**src/hdl/gpb_pkg.sv**
```systemverilog
// ----------------------------------------------------------------------------
// gpb_pkg
// Shared types and constants of the GPIO port bank: register offsets,
// per-port register set, request and result records.
// ----------------------------------------------------------------------------
package gpb_pkg;

  localparam int NUM_PORTS    = 4;
  localparam int WINDOW_BYTES = 4096;

  localparam int PINS_W      = 8;
  localparam int OFFSET_W    = 12;
  localparam int WORD_W      = 32;
  localparam int IN_TDATA_W  = 56;
  localparam int OUT_TDATA_W = 56;
  localparam int IN_TUSER_W  = 2;

  // Byte offsets inside one port window
  localparam logic [OFFSET_W-1:0] DATA_WINDOW_END = 12'h400;
  localparam logic [OFFSET_W-1:0] OFF_DIR   = 12'h400;
  localparam logic [OFFSET_W-1:0] OFF_IS    = 12'h404;
  localparam logic [OFFSET_W-1:0] OFF_IBE   = 12'h408;
  localparam logic [OFFSET_W-1:0] OFF_IEV   = 12'h40C;
  localparam logic [OFFSET_W-1:0] OFF_IE    = 12'h410;
  localparam logic [OFFSET_W-1:0] OFF_RIS   = 12'h414;
  localparam logic [OFFSET_W-1:0] OFF_MIS   = 12'h418;
  localparam logic [OFFSET_W-1:0] OFF_ICR   = 12'h41C;
  localparam logic [OFFSET_W-1:0] OFF_AFSEL = 12'h420;
  localparam logic [OFFSET_W-1:0] OFF_LOCK  = 12'h520;
  localparam logic [OFFSET_W-1:0] OFF_CR    = 12'h524;
  localparam logic [OFFSET_W-1:0] OFF_PMUX  = 12'h700;

  typedef enum logic [1:0] {
    OP_READ  = 2'd0,
    OP_WRITE = 2'd1,
    OP_DRIVE = 2'd2,
    OP_EDGE  = 2'd3
  } gpb_op_t;

  typedef struct packed {
    logic [PINS_W-1:0] pin_data;
    logic [PINS_W-1:0] pin_direction;
    logic [PINS_W-1:0] int_sense;
    logic [PINS_W-1:0] int_both_edges;
    logic [PINS_W-1:0] int_event;
    logic [PINS_W-1:0] int_enable;
    logic [PINS_W-1:0] raw_status;
    logic [PINS_W-1:0] alt_function;
    logic [PINS_W-1:0] commit_mask;
    logic [WORD_W-1:0] lock_word;
    logic [WORD_W-1:0] pin_mux;
  } port_regs_t;

  typedef struct packed {
    gpb_op_t             operation;
    logic [1:0]          port_sel;
    logic [OFFSET_W-1:0] reg_offset;
    logic [WORD_W-1:0]   write_data;
    logic [2:0]          pin_index;
    logic                pin_level;
  } item_t;

  typedef struct packed {
    logic [WORD_W-1:0] read_data;
    logic              data_changed;
    logic [PINS_W-1:0] old_pins;
    logic [PINS_W-1:0] new_pins;
    logic              irq_request;
    logic [1:0]        irq_line;
  } result_t;

endpackage

```
**src/hdl/gpb_port_update.sv**
```systemverilog
// ----------------------------------------------------------------------------
// gpb_port_update
// Single-pass request logic for one port: register read mux, register write
// decode, pin drive and forced interrupt edge.
// ----------------------------------------------------------------------------
module gpb_port_update (
  input  gpb_pkg::item_t     item,
  input  gpb_pkg::port_regs_t cur,
  output gpb_pkg::port_regs_t nxt,
  output gpb_pkg::result_t    res
);
  import gpb_pkg::*;

  logic [PINS_W-1:0] pin_mask;
  logic [PINS_W-1:0] data_mask;
  logic [PINS_W-1:0] wr_byte;
  logic [PINS_W-1:0] masked_data;
  logic              in_window;
  logic              in_data;

  assign pin_mask    = PINS_W'(1) << item.pin_index;
  assign data_mask   = item.reg_offset[9:2];
  assign wr_byte     = item.write_data[PINS_W-1:0];
  assign masked_data = (cur.pin_data & ~data_mask) | (wr_byte & data_mask);
  assign in_window   = {1'b0, item.reg_offset} < (OFFSET_W+1)'(WINDOW_BYTES);
  assign in_data     = item.reg_offset < DATA_WINDOW_END;

  always_comb begin
    nxt = cur;
    res = '0;
    case (item.operation)
      OP_READ: begin
        if (in_window) begin
          if (in_data) begin
            res.read_data = WORD_W'(cur.pin_data & data_mask);
          end else begin
            case (item.reg_offset)
              OFF_DIR:   res.read_data = WORD_W'(cur.pin_direction);
              OFF_IS:    res.read_data = WORD_W'(cur.int_sense);
              OFF_IBE:   res.read_data = WORD_W'(cur.int_both_edges);
              OFF_IEV:   res.read_data = WORD_W'(cur.int_event);
              OFF_IE:    res.read_data = WORD_W'(cur.int_enable);
              OFF_RIS:   res.read_data = WORD_W'(cur.raw_status);
              OFF_MIS:   res.read_data = WORD_W'(cur.raw_status & cur.int_enable);
              OFF_AFSEL: res.read_data = WORD_W'(cur.alt_function);
              OFF_LOCK:  res.read_data = cur.lock_word;
              OFF_CR:    res.read_data = WORD_W'(cur.commit_mask);
              OFF_PMUX:  res.read_data = cur.pin_mux;
              default:   res.read_data = '0;
            endcase
          end
        end
      end
      OP_WRITE: begin
        if (in_window) begin
          if (in_data) begin
            nxt.pin_data     = masked_data;
            res.data_changed = masked_data != cur.pin_data;
            res.old_pins     = cur.pin_data;
            res.new_pins     = masked_data;
          end else begin
            case (item.reg_offset)
              OFF_DIR:   nxt.pin_direction  = wr_byte;
              OFF_IS:    nxt.int_sense      = wr_byte;
              OFF_IBE:   nxt.int_both_edges = wr_byte;
              OFF_IEV:   nxt.int_event      = wr_byte;
              OFF_IE:    nxt.int_enable     = wr_byte;
              OFF_ICR:   nxt.raw_status     = cur.raw_status & ~wr_byte;
              OFF_AFSEL: nxt.alt_function   = wr_byte;
              OFF_LOCK:  nxt.lock_word      = item.write_data;
              OFF_CR:    nxt.commit_mask    = wr_byte;
              OFF_PMUX:  nxt.pin_mux        = item.write_data;
              default:   nxt = cur;
            endcase
          end
        end
      end
      OP_DRIVE: begin
        // output pins ignore external drive
        if ((cur.pin_direction & pin_mask) == '0) begin
          nxt.pin_data = item.pin_level ? (cur.pin_data | pin_mask)
                                        : (cur.pin_data & ~pin_mask);
        end
      end
      default: begin
        nxt.int_enable  = cur.int_enable | pin_mask;
        nxt.raw_status  = item.pin_level ? (cur.raw_status | pin_mask)
                                         : (cur.raw_status & ~pin_mask);
        res.irq_request = |(nxt.raw_status & nxt.int_enable);
        res.irq_line    = item.port_sel;
      end
    endcase
  end

endmodule

```
**src/hdl/gpio_port_bank_registers.sv**
```systemverilog
// ----------------------------------------------------------------------------
// gpio_port_bank_registers
// Four 8-pin GPIO ports behind per-port register windows, with masked data
// access, pin drive and forced interrupt edges. One result per request.
// ----------------------------------------------------------------------------
//
//  channel | direction | handshake               | payload
//  --------+-----------+-------------------------+------------------------------
//  in_     | sink      | in_tvalid / in_tready   | in_tuser operation, in_tdata
//  out_    | source    | out_tvalid / out_tready | out_tdata result fields
//
//  A request enters an input register, then one pass of logic reads and updates
//  the addressed port and loads the result register. Throughput is one request
//  per cycle while the result register is not stalled; out_tvalid rises when the
//  request moves from the input register into the result register, and the
//  port update between those two registers is combinational.
//  rst_n (synchronous, active low) clears both valid flags and all port state.
//  A stalled result holds its register; the input stage still takes a new
//  request when the result register drains in the same cycle.
//
module gpio_port_bank_registers (
  input  logic                             clk,
  input  logic                             rst_n,
  input  logic                             in_tvalid,
  output logic                             in_tready,
  // [1:0] operation
  input  logic [gpb_pkg::IN_TUSER_W-1:0]   in_tuser,
  // [1:0] port_sel, [13:2] reg_offset, [45:14] write_data,
  // [48:46] pin_index, [49] pin_level, [55:50] zero
  input  logic [gpb_pkg::IN_TDATA_W-1:0]   in_tdata,
  output logic                             out_tvalid,
  input  logic                             out_tready,
  // [31:0] read_data, [32] data_changed, [40:33] old_pins, [48:41] new_pins,
  // [49] irq_request, [51:50] irq_line, [55:52] zero
  output logic [gpb_pkg::OUT_TDATA_W-1:0]  out_tdata
);
  import gpb_pkg::*;

  // input register
  logic       s1_valid_r;
  item_t      s1_item_r;
  item_t      s1_item_nxt;

  // result register
  logic       out_valid_r;
  result_t    out_res_r;
  result_t    out_res_nxt;

  // per-port register sets
  port_regs_t regs_r [NUM_PORTS];

  port_regs_t port_cur;
  port_regs_t port_nxt;
  result_t    port_res;
  logic       port_ok;
  logic       advance;

  // Unpack the request fields from the stream payload
  always_comb begin
    s1_item_nxt.operation  = gpb_op_t'(in_tuser[1:0]);
    s1_item_nxt.port_sel   = in_tdata[1:0];
    s1_item_nxt.reg_offset = in_tdata[13:2];
    s1_item_nxt.write_data = in_tdata[45:14];
    s1_item_nxt.pin_index  = in_tdata[48:46];
    s1_item_nxt.pin_level  = in_tdata[49];
  end

  // Move the held request forward whenever the result register is free or draining
  assign advance   = s1_valid_r && (!out_valid_r || out_tready);
  assign in_tready = !s1_valid_r || advance;

  // Select the addressed port; ports past the bank return an all-zero result
  assign port_ok  = {1'b0, s1_item_r.port_sel} < 3'(NUM_PORTS);
  assign port_cur = regs_r[s1_item_r.port_sel];

  gpb_port_update u_port_update (
    .item (s1_item_r),
    .cur  (port_cur),
    .nxt  (port_nxt),
    .res  (port_res)
  );

  assign out_res_nxt = port_ok ? port_res : '0;

  // Control state and port registers
  always_ff @(posedge clk) begin
    if (!rst_n) begin
      s1_valid_r  <= 1'b0;
      out_valid_r <= 1'b0;
      for (int i = 0; i < NUM_PORTS; i++) begin
        regs_r[i] <= '0;
      end
    end else begin
      if (in_tready) begin
        s1_valid_r <= in_tvalid;
      end
      if (advance) begin
        out_valid_r <= 1'b1;
      end else if (out_tready) begin
        out_valid_r <= 1'b0;
      end
      // commit the port update as the request leaves the input register
      if (advance && port_ok) begin
        regs_r[s1_item_r.port_sel] <= port_nxt;
      end
    end
  end

  // Payload registers: load on handshake, hold otherwise
  always_ff @(posedge clk) begin
    if (in_tvalid && in_tready) begin
      s1_item_r <= s1_item_nxt;
    end
    if (advance) begin
      out_res_r <= out_res_nxt;
    end
  end

  assign out_tvalid = out_valid_r;
  assign out_tdata  = {4'b0000,
                       out_res_r.irq_line,
                       out_res_r.irq_request,
                       out_res_r.new_pins,
                       out_res_r.old_pins,
                       out_res_r.data_changed,
                       out_res_r.read_data};

  // --------------------------------------------------------------------------
  // Assertions
  // --------------------------------------------------------------------------

  // An interrupt result never carries read data or a data change
  a_irq_exclusive: assert property (@(posedge clk) disable iff (!rst_n)
    out_valid_r && out_res_r.irq_request |->
      out_res_r.read_data == '0 && !out_res_r.data_changed)
    else $error("irq result carries read or write data");

  // The change flag agrees with the reported old and new pins
  a_change_flag: assert property (@(posedge clk) disable iff (!rst_n)
    out_valid_r |-> out_res_r.data_changed == (out_res_r.old_pins != out_res_r.new_pins))
    else $error("data_changed disagrees with old/new pins");

  // A held request stays put until it can advance
  a_s1_hold: assert property (@(posedge clk) disable iff (!rst_n)
    s1_valid_r && !advance |=> s1_valid_r && $stable(s1_item_r))
    else $error("input stage lost or changed a stalled request");

  // Every advanced request shows up as a result
  a_advance_result: assert property (@(posedge clk) disable iff (!rst_n)
    advance |=> out_valid_r)
    else $error("advanced request produced no result");

endmodule

```
**config.mk**
```make
export PLATFORM = sky130hd
export DESIGN_NAME = gpio_port_bank_registers
export DESIGN_NICKNAME = d
export VERILOG_FILES = /design/src/hdl/gpb_pkg.sv /design/src/hdl/gpb_port_update.sv /design/src/hdl/gpio_port_bank_registers.sv
export SDC_FILE = /design/constraint.sdc
export NUM_CORES = 1
export LEC_CHECK = 0
export BUFFER_PORTS_ARGS = -buffer_cell sky130_fd_sc_hd__clkbuf_2
export CORE_MARGIN = 2
export CORE_UTILIZATION = 50
export CTS_CLUSTER_DIAMETER = 40
export DETAILED_ROUTE_END_ITERATION = 8
export GPL_ROUTABILITY_DRIVEN = 0
export PLACE_DENSITY = 0.8
export SKIP_LAST_GASP = 1
export SLEW_MARGIN = 25
export SYNTH_ARGS = -nofsm -noshare
export SYNTH_HDL_FRONTEND = slang
export SYNTH_SLANG_ARGS = --single-unit
```
**constraint.sdc**
```tcl
create_clock -name clk -period 7.95 [get_ports clk]
set_input_delay 1.59 -clock clk [delete_from_list [all_inputs] [get_ports clk]]
set_output_delay 1.59 -clock clk [all_outputs]
set_load 0.05 [all_outputs]
```
* Yosys cells after proc, flatten, opt, wreduce, memory -nomap -nowiden
Memories as Yosys holds them, arrays and structs flattened. A register that Yosys moved wholly into a read port is not among the register bits.
Cells that the tools add are included.
Widths: inputs -> output; s select.
** Word-level totals
- Flip-flop bits (word level) :: 106
- Memory bits (writable) :: 544
- Input bits :: 62
- Output and inout bits :: 58
- Word-level logic and storage cells :: 93
- Memories :: 1
** Cells by class
- $lt $le $gt $ge :: 1
- Equality and inequality tests :: 15
- Shifts and indexed selects :: 1
- Mux-type cells :: 31
- Bitwise logic cells :: 16
- Reductions and logical operators :: 14
** Memory list
- regs_r :: depth 4, width 136, rd ports 1, clocked after memory_dff 1, write ports 4, line gpio_port_bank_registers.sv:50 : port_regs_t regs_r [NUM_PORTS];
** Operators by type and width (count)
- $pmux 32 s11 :: 1
- $eq 12x11->1 const B :: 12
- $mux 136 :: 1
- $reduce_or 136->1 :: 1
- $mux 128 :: 1
- $mux 32 :: 4
- $mux 8 :: 12
- $mux 80 :: 1
- $and 8x8->8 :: 9
- $or 8x8->8 :: 4
- $pmux 16 s2 :: 1
- $not 8->8 :: 3
- $pmux 8 s2 :: 1
- $lt 12x11->1 const B :: 1
- $logic_not 8->1 :: 1
- $ne 8x8->1 :: 1
- $reduce_or 8->1 :: 1
- $shl 1x3->8 const A :: 1
- $mux 1 :: 7
- $mux 2 :: 2
- $reduce_or 3->1 :: 1
- $eq 2x1->1 const B :: 1
- $eq 2x2->1 const B :: 1
- $logic_and 1x1->1 :: 2
- 6 further kinds :: 8

* Logic depth before layout (Yosys ltp)
- Depth after elaboration :: 8
- Depth in mapped cells :: 10
- Mapped depth without buffers :: 8

* Cells and area by module
A second synthesis with hierarchy kept.
** Unflattened totals
- Cells, all modules :: 2136
- Area total of the unflattened synthesis :: 32956.6 sq um
** Modules (own cells, without submodules)
- gpio_port_bank_registers :: times used 1, cells each 1558, area each 28544.9 sq um, sequential area each 19538.7 sq um
- gpb_port_update :: times used 1, cells each 578, area each 4411.7 sq um, sequential area each 0.0 sq um

* Worst setup path before layout
Ideal clock, no wire load.
- Path type :: input to register
- Start point :: in out_tready
- End point :: mem regs_r[0][0] (netlist bit), enable pin
- Library setup time :: 0.500 ns
- Data arrival time :: 7.194 ns
- Data required time :: 7.450 ns
- Path slack :: 0.256 ns
- Cell stages on the path :: 8
- Buffers on the path :: 3
- Cells stage by stage :: nand2b_1 and2_1 nand2_1 or3_1 clkbuf_1 clkbuf_1 clkbuf_1 nand2_1
** RTL lines
- start: declaration :: line gpio_port_bank_registers.sv:32 : input logic out_tready,
- end: declaration :: line gpio_port_bank_registers.sv:50

==> results.toml <==
[yosys]
synth_top_family_by_area = "simple AND/OR/NAND/NOR gates"
seq_area_frac_synth = 0.648
synthMuxAreaShare = 0.127
synth_seq_cells = 652
synth_most_common_cell = "edfxtp_1"
synthAdderAreaFrac = 0.00166
synth_cells = 2213
yosys.area.top_type = "edfxtp_1"
synth_warnings = 0
synth_common_cells = "648 x edfxtp_1, 307 x nor2_1, 225 x nand2_1, 164 x and2_1, 125 x mux4_2"
ys_async_sr_fraction = 0
synth-edff-count = 648
yosys_most_used_dff = "edfxtp_1"
synth_xor_area_frac = 0.00261
syn_area_mm2 = 0.0301
yosys.area_share.simple = 0.136
synth-compound-area-share = 0.0535
yosys-top-cells-area = "edfxtp_1 65%, mux4_2 9.3%, nor2_1 3.8%"
synth_cell_type_count = 70
syn_avg_cell_area_um2 = 13.6
synth_top_area_frac = 0.645

[route]
drtIter0Drc = 2521
wl_um = 78900
final_antenna_net_count = 0
vias_per_cell = 6.41
drtPass1Iterations = 6
via_count = 20000
post_drt_wl_per_cell_um = 25.3
drc = 0

[timing]
worstMarginPinSlew_ns = 1.14
finalSetupViolCount = 0
hold_viol_final = 0
maxSlewViolCount = 0
finClkSkew_ns = 0.0222
fin_tns_setup_ns = 0
fin_crit_sh = 0.610
final.min_clock_period_ns = 4.85
max_freq_mhz = 206
slew-limit-headroom = 0.239
rsz0062_at_grt = "no"

[power]
p_int_mw = 6.23
vdd_drop_max_mv = 0.162
seqPwrFrac = 0.494
p_switching_mw = 1.94
clockPowerShare = 0.425
leakagePower_nw = 12.2
combinationalPowerShare = 0.081
p_sw_frac = 0.238
powerDensity_mw_per_mm2 = 241

[cts]
cts_tree = "done"
clock_path_buffers = 3
cts_buffers = 75
cts_sinks = 652
cts_resized = 0
clk_latency_ns = 0.62
cts-root-buf = "clkbuf_16"
postCtsSetupBuffers = 0
hold_buffers = 0
path_clk_slew_ns = 0.06
htree_levels = 3

[global_route]
grt_first_pass_wirelength_um = 121000
grt_pass1_vias = 20800
grt_antenna_before_repair = 2
overflow = 0
grt_max_degree = 137
grt_use_total = 0.255

[final_layout]
layout.nets = 2341
n_antenna_cell = 0
drive_gt1_frac = 0.200
multi_input_area_mm2 = 0.00980
ff_latch_area_mm2 = 0.0195
postLayoutCoreUtil = 0.565
fin_area_mm2 = 0.0339
synthToLayoutAreaGrowth_pct = 12.5
nFillCells = 4490

[critical_path]
crit_start = "out_tready"
critical_path_class = "in -> reg"
worst_ep_arrival_time_ns = 5.10
crit_chain = "clkbuf_2, nand2b_1, and2_2, buf_4, nand2_4, or3_4, nand2_4, buf_4"
critPathMaxStageDelay_ns = 0.71
crit_path_max_fanout = 65
crit_path_end_kind = "register"
cpMaxStageDelayCell = "nand2_4"
crit_path_start_kind = "input pin"
critical_path_required_ns = 8.21

[hold_path]
hold_class = "reg -> reg"
hp-start = "s1_valid_r"

[die]
die_area_mm2 = 0.0623
core_area_mm2 = 0.0600
ios = 120
initial_core_util = 0.502
die_w_um = 250
die_h_um = 250
rows = 90

[place]
placed_area_mm2 = 0.0314
hpwl_um = 43800
port_buffers = 109

[job]
max_cap_viol_count = 0

[status]
status = "completed"
layer usage:
metal,track usage,share of wire
met1,0.320,0.35
met5,0.00154,0.00015
met2,0.406,0.47
met4,0.139,0.056
met3,0.0664,0.12
worst max-delay path, delay by kind of cell:
family,cells,cell delay (ns)
buf+inv,3,1.27
simple gates,5,2.16
worst paths after layout:
check             slack (ns)             to  cells after the start
setup / recovery        3.10  regs_r[0][66]                      8
hold / removal          0.53     out_tvalid                      1
setup reg to reg        3.63   out_tdata[2]                      7
hold reg to reg         0.53     out_tvalid                      1
placed cells by master, fill, tap and decap left out, types with 10 or more instances in the layout:
master     count
nand2_1      219
buf_4         28
o21ai_0       20
clkbuf_16     78
nor3_1        51
mux2_2        47
nand3_1       20
nor2b_1       10
and3_1        13
inv_1         62
clkbuf_2     109
a21oi_1       88
a22oi_1       47
nor2_1       306
a21o_1        15
mux4_2       125
clkbuf_1      13
mux2i_1       45
edfxtp_1     648
and2_1       163
flip-flops by register name, summed over array words and instances, names as in the netlist, named ones only:
register	flops
out_tvalid	1
regs_r	544
s1_item_r	52
s1_valid_r	1
out_tdata	52
cell type report:
type | count | area share
sequential | 652 | 0.576
clock inverter | 44 | 0.0145
inverter | 63 | 0.00697
tap | 782 | 0.0289
timing repair buffer | 143 | 0.0253
multi-input combinational | 1340 | 0.289
clock buffer | 91 | 0.0590
metrics by stage:
step / setup slack [ns] / instances / power [mW] / hold WS [ns]
after floorplan: 0.256 / 2216 / 4.55 / 0.490
after global routing: 2.94 / 3115 / 8.38 / 0.572
after detailed placement: 2.45 / 2980 / 4.75 / 0.520
final: 3.10 / 3115 / 8.17 / 0.533
after global placement: 2.52 / 2980 / 4.73 / 0.514
after CTS: 3.10 / 3115 / 8.18 / 0.534
power by group through the flow:
| stage | clock network (mW) | logic, mW | registers [mW] |
|---|---|---|---|
| 2_1_floorplan | 0 | 0.463 | 4.09 |
| 3_3_place_gp | 0 | 0.633 | 4.09 |
| 3_5_place_dp | 0 | 0.646 | 4.11 |
| 4_1_cts | 3.49 | 0.652 | 4.04 |
| 5_1_grt | 3.63 | 0.700 | 4.05 |
| 6_report | 3.47 | 0.661 | 4.04 |
kinds of logic after synthesis:
group | count (synthesis)
fa+ha+maj | 4
simple gates | 858
mux | 219
xor+xnor | 9
other cells | 1
compound gates | 246
buf+inv | 224
flops | 652
No activity file was read; power rests on OpenSTA's default activity.
